`config.mk`:
```
export PLATFORM = sky130hd
export DESIGN_NAME = rqlh_ram
export DESIGN_NICKNAME = d
export VERILOG_FILES = /design/src/rtl/rqlh_ram.sv
export SDC_FILE = /design/constraint.sdc
export NUM_CORES = 1
export LEC_CHECK = 0
export ABC_AREA = 1
export BUFFER_PORTS_ARGS = -buffer_cell sky130_fd_sc_hd__buf_2
export CORE_MARGIN = 2
export CORE_UTILIZATION = 50
export CTS_CLUSTER_DIAMETER = 40
export DETAILED_ROUTE_END_ITERATION = 16
export PLACE_DENSITY = 0.78
export SYNTH_ARGS = -nofsm -noshare
export SYNTH_HDL_FRONTEND = slang
export SYNTH_SLANG_ARGS = --single-unit
export TNS_END_PERCENT = 5
```
`constraint.sdc`:
```
create_clock -name clk -period 1.5 [get_ports clk]
set_input_delay 0.225 -clock clk [delete_from_list [all_inputs] [get_ports clk]]
set_output_delay 0.225 -clock clk [all_outputs]
set_load 0.02 [all_outputs]
```
`src/rtl/rqlh_ram.sv`:
```
// ----------------------------------------------------------------------------
// rqlh_ram
// Generic single-write, single-read RAM with registered read data.
// ----------------------------------------------------------------------------
`default_nettype none

module rqlh_ram #(
    parameter int WIDTH = 8,
    parameter int DEPTH = 16
) (
    input  wire logic                     clk,
    input  wire logic                     we,
    input  wire logic [$clog2(DEPTH)-1:0] waddr,
    input  wire logic [WIDTH-1:0]         wdata,
    input  wire logic [$clog2(DEPTH)-1:0] raddr,
    output logic      [WIDTH-1:0]         rdata
);

    logic [WIDTH-1:0] mem [DEPTH];

    always_ff @(posedge clk)
    begin
        if (we)
        begin
            mem[waddr] <= wdata;
        end
        rdata <= mem[raddr];
    end

endmodule

`default_nettype wire
```
==> impl_results.md, run 1 <==
* Row count at 39
* Post-Place Cells at 718
* Wl on met1 at about 5000 um
* Metal3 WL at a little under 1000 um
* Antenna violations before repair at 0
* Finished Layout Cells at 750
* Pins over their slew limit at 0
* Worst setup EP type: output port
* Ys Warns at 0
* Delay of the slowest cell on the worst path at 0.35 ns
* Routed WL at between 10000 and 15000 um
* Vias in the first global route at about 4000
* Cts hold-fix bufs at 0
* Seq/Total Area, Yosys at a little over two thirds
* PostCTS Resize Cnt at 0
* Bufs on Longest Clock Path at 2
* Via count at between 3000 and 4000
* Clk_skew at 0.00528 ns
* Outcome: finished clean
* XOR/XNOR Fraction of Synth Area at 0%
* Post-Syn Area per Cell at between 10 and 15 um2
* Die width at about 110 um
* Clock Latency Late Sink at 0.41 ns
* Dpl hpwl at 7660 um
* Die height at approximately 110 um
* Cell variety after synth at 12
* Final setup fails at 0
* Residual DRC at 0
* Highest routed layer: met4
* PwrDens at 1320 nW/um2
* Setup TNS at 0 ns
* Critical path's top delay family: flip-flops
* Most frequent cells in the layout: nand2_1 (173), edfxtp_1 (128), inv_1 (100), nand3_1 (97), buf_2 (25)
* Crit path launch type: flop
* Worst path slowest cell: dfxtp_1
* Max-Cap Viols at 0
* NumNets Final at ~600
* Fin crit period at around 1.2 ns
* Area Overhead vs Synth at 16.2%
* HP Class: in -> reg
* Commonest non-fill, non-tap cell in the layout: nand2_1
* Vias/cell at ~5.3
* Sink Count at 136
* Final hold viol count at 0
* Final WS setup at 0.324 ns
* Simple-gate portion of the synthesized area at a little over a fifth
* GRT Total Usage at ~22%
* # H-tree levels at 4
* Leak at roughly 2.9 nW
* Routed Antenna Nets at 0
* Die area at roughly 12000 um2
* WP data arrival at roughly 0.95 ns
* Worst-margin pin slew at between 0.3 and 0.4 ns
* Global-route wire length before repair at 20300 um
* CTS Buf Count at 17
* Switching share of power at about a fifth
* Drt pass-1 iters at 6
* Clk pwr share at 45.5%
* Number of I/O port buffers at 25
* Peak supply drop at 0.632 mV
* DR iter-0 viols at 379
* Cell Area, Synth at about 5800 um2
* WL met2 at ~6200 um
* Comb pwr share at ~6.3%
* Yosys top cell by area: edfxtp_1
* Initial Utilization at ~51%
* CORE AREA at 11300 um2
* Final period utilization at 78.4%
* Post-synthesis mux area share at 0%
* Internal at around 7 mW
* Worst slew margin at between 70% and 80%
* Wire per inst at roughly 17 um
* CTS tree: built
* Max Freq at approximately 850 MHz
* Main combinational cell family by area after synthesis: simple AND/OR/NAND/NOR gates
* Yosys reg bits at approximately 140
* Pwr Total at just under 9 mW
* Synth Area in Adders at 0%
* Net switching power at approximately 1.9 mW
* Worst-path fanout max at 1
* Gr ovfl total at 0
* DP Worst Slack at 0.187 ns
* Largest net degree at the start of global routing at 65
* Top cells by area, synth: edfxtp_1 (67%), nand2_1 (11%), nand3_1 (8.4%), inv_1 (6.5%), dfxtp_1 (2.8%)
* Routability cong. at about 0.84
* Syn_nets at around 570
* Clock transition at path regs at 0.06 ns
* Crit path kind: reg -> out
* # fillers at 907
* Setup repair after global routing missed its margin: no
* Worst path required time at ~1.3 ns
* Layout cells sized above 1 at ~13%
* Root Driver: clkbuf_16
* Post-synth top area share at roughly two thirds
* Buf/Inv on CP at 1
* Compound-Gate Fraction of Synth Area at 0%
* Num ports at 26
* Part of the power in registers at between 40% and 50%
* Final core occ at 59.2%
* Cells along the critical path: buf_2
* Syn Inst Count at about 550
* Post-CTS Setup Repair Bufs at 0
* ANT cells at 0
layout make-up:
type | count | area [um2] | share of cell area [%]
Inverter | 102 | 383 | 5.72
Multi-Input combinational cell | 289 | 1210 | 18.1
Clock buffer | 22 | 444 | 6.63
Timing Repair Buffer | 48 | 348 | 5.19
Clock inverter | 10 | 128 | 1.91
Tap cell | 143 | 179 | 2.67
Sequential cell | 136 | 4000 | 59.8
metrics by stage:
step	cell area (um2)	hold slack [ns]
finish	6700	0.178
global route	6700	0.190
CTS	6700	0.168
detailed placement	6130	0.604
global placement	6130	0.606
floorplan	5770	0.324
state kept, by name, indices dropped and copies added (netlist names):
signal / flops
mem: 128
rdata: 8
routing by layer:
metal	vias up	global-route usage, %
met2	221	34.4
li1	1863	-
met5	-	0
met1	1864	28.0
met4	0	12.3
met3	41	4.57
cells in the mapped netlist:
cell type  instances
nand3_1           97
inv_2              2
buf_1              1
buf_2             13
buf_4              4
nand3b_1           2
dfxtp_1            8
nand2_1          173
edfxtp_1         128
inv_1            100
nor2_1            17
buf_6              6
kinds of logic after synthesis:
kind of cell | Yosys count
DFF | 136
buffers and inverters | 126
and+or+nand+nor | 289
power by group through the flow:
stage | combinational, mW | sequential [mW] | clock [mW]
after global placement | 0.535 | 4.35 | 0
after CTS | 0.558 | 4.27 | 4.09
after detailed placement | 0.553 | 4.35 | 0
after floorplan | 0.300 | 4.38 | 0
final | 0.561 | 4.27 | 4.04
after global routing | 0.612 | 4.28 | 4.26
final timing paths:
| check | to | from | cells after the start | slack, ns |
|---|---|---|---|---|
| worst min-delay path | rdata[3] | raddr[3] | 3 | 0.18 |
| worst max-delay path | rdata[3] | rdata[3] | 1 | 0.32 |
| worst max register to register | rdata[0] | mem[13][0] | 6 | 0.44 |
| worst min register to register | rdata[3] | mem[10][3] | 6 | 0.69 |
(Power assumes the default switching activity.)
==> inputs of run 2 (changes only) <==
==> constraint.sdc (replaced) <==
create_clock -name clk -period 1.2 [get_ports clk]
set_input_delay 0.18 -clock clk [delete_from_list [all_inputs] [get_ports clk]]
set_output_delay 0.18 -clock clk [all_outputs]
set_load 0.02 [all_outputs]
==> run 2 against run 1 <==
- critical path type unchanged
- critical endpoint unchanged
- sequential cell count is the same
- sequential share of layout area shrank 0.74 points
- wire length grew 3.2%
- combinational power grew 29%
- clock skew grew 0.00078 ns
- highest routed layer unchanged
- register-to-register slack lost 0.28 ns
- cell area grew 1.3%
- core utilization grew 0.74 points
- clock-buffer cell count shrank 2
- sequential power grew 25%
==> impl_results.md, run 2 (synthesis results as in run 1) <==
* Bufs on Longest Clock Path at 2 (unchanged)
* DR iter-0 viols at 329 (-13%)
* Crit path launch type: flop
* Worst-path fanout max at 1 (unchanged)
* Clock Latency Late Sink at 0.41 ns (about the same)
* Max Freq at 879 MHz
* Via count at 4028 (+0.98%)
* Buf/Inv on CP at 1 (unchanged)
* PwrDens at 1670 nW/um2 (+26%)
* Antenna violations before repair at 0 (unchanged)
* Post-CTS Setup Repair Bufs at 0 (unchanged)
* Post-Place Cells at 723 (+0.70%)
* Worst-margin pin slew at 0.384 ns (-0.000323 ns)
* Die height at 111 um (unchanged)
* # H-tree levels at 4 (unchanged)
* Setup TNS at 0 ns (unchanged)
* CTS tree: built
* Worst path slowest cell: dfxtp_1
* Global-route wire length before repair at 20900 um (+3.1%)
* Routed Antenna Nets at 0 (unchanged)
* Leak at 2.97 nW (+1.3%)
* Setup repair after global routing missed its margin: no
* Area Overhead vs Synth at 17.6%
* CTS Buf Count at 17 (unchanged)
* Worst setup EP type: output port
* Largest Register: mem
* Critical path's top delay family: flip-flops
* Clk_skew at 0.00606 ns (+0.000782 ns)
* Most frequent cells in the layout: nand2_1 (173), edfxtp_1 (128), inv_1 (100), nand3_1 (97), buf_2 (25)
* WP data arrival at 0.96 ns (about the same)
* Pwr Total at 11.3 mW (+28%)
* Wire per inst at 17.4 um (+2.6%)
* Die area at 12400 um2 (unchanged)
* Top flop regs: mem x128, rdata x8
* Dpl hpwl at 8200 um (+7.0%)
* Cts hold-fix bufs at 0 (unchanged)
* Row count at 39 (unchanged)
* # fillers at 865 (-4.6%)
* Final hold viol count at 0 (unchanged)
* Fin crit period at 1.14 ns
* Vias in the first global route at 3990 (+1.9%)
* Max reg flops at 128 (unchanged)
* Delay of the slowest cell on the worst path at 0.37 ns (+0.02 ns)
* Worst slew margin at 74.4% (about the same)
* Residual DRC at 0 (unchanged)
* Gr ovfl total at 0 (unchanged)
* GRT Total Usage at 22.4% (+0.68 points)
* Sink Count at 136 (unchanged)
* Finished Layout Cells at 755 (+0.67%)
* Root Driver: clkbuf_16
* Final WS setup at 0.0626 ns (-0.261 ns)
* Worst path required time at 1.02 ns (-0.25 ns)
* Number of I/O port buffers at 25 (unchanged)
* Die width at 111 um (unchanged)
* Layout cells sized above 1 at 12.9% (+0.22 points)
* Num ports at 26 (unchanged)
* Outcome: finished clean
* Max-Cap Viols at 0 (unchanged)
* Worst hold slack at 0.115 ns (-0.0634 ns)
* Crit path kind: reg -> out
* Commonest non-fill, non-tap cell in the layout: nand2_1
* DP Worst Slack at -0.0609 ns (-0.248 ns)
* Largest net degree at the start of global routing at 36 (-45%)
* Pins over their slew limit at 0 (unchanged)
* NumNets Final at 617 (+0.82%)
* Final setup fails at 0 (unchanged)
* CORE AREA at 11300 um2 (unchanged)
* PostCTS Resize Cnt at 0 (unchanged)
* Peak supply drop at 1.18 mV (+87%)
* HP Class: in -> reg
* Initial Utilization at 50.9% (unchanged)
* Vias/cell at 5.34 (+0.31%)
* Drt pass-1 iters at 5 (-1)
* Clock transition at path regs at 0.05 ns (about the same)
* Final period utilization at approximately 95%
* Routed WL at 13100 um (+3.2%)
* Routability cong. at 0.889 (+5.9%)
* Cells along the critical path: buf_2
* ANT cells at 0 (unchanged)
## run 2: changes by cell type in the layout (fill, tap and decap cells not counted), sizes merged
cell    delta
bufinv     +1
clkbuf     -2
clkinv     +1
buf        +5
## run 2: final cells by class
cell class / count / area (um2) / area share (%)
flip-flops and latches: 136 / 4000 / 59.0
multi-input cells: 289 / 1210 / 17.9
clock buffers: 20 / 437 / 6.44
repair buffers: 53 / 410 / 6.05
inverters: 102 / 383 / 5.64
well taps: 143 / 179 / 2.64
clock inverters: 12 / 156 / 2.31
## run 2: path summary, 6_finish.rpt
kind,start,endpoint,slack (ns),cells past startpoint
worst min register to register,mem[3][5],rdata[5],0.67,6
worst max-delay path,rdata[3],rdata[3],0.06,1
worst min-delay path,raddr[3],rdata[0],0.11,3
worst max register to register,mem[0][2],rdata[2],0.16,6
## run 2: layer usage
| layer | routed length [um] | GRT usage [%] |
|---|---|---|
| met5 | 0 | 0 |
| met4 | 329 | 10.1 |
| met3 | 1130 | 4.68 |
| met2 | 6560 | 36.8 |
| met1 | 5080 | 28.8 |
## run 2: power by group
group | internal, mW | switching [mW] | total [mW]
clock | 3.43 | 1.81 | 5.24
sequential | 5.31 | 0.0388 | 5.35
combinational | 0.227 | 0.495 | 0.722
## run 2: per-stage QoR
step / area, um2 / util [%]
after floorplan: 5770 / -
after detailed placement: 6190 / 54.7
after CTS: 6780 / 59.9
after global placement: 6190 / 54.7
final: 6780 / 59.9
after global routing: 6780 / 59.9
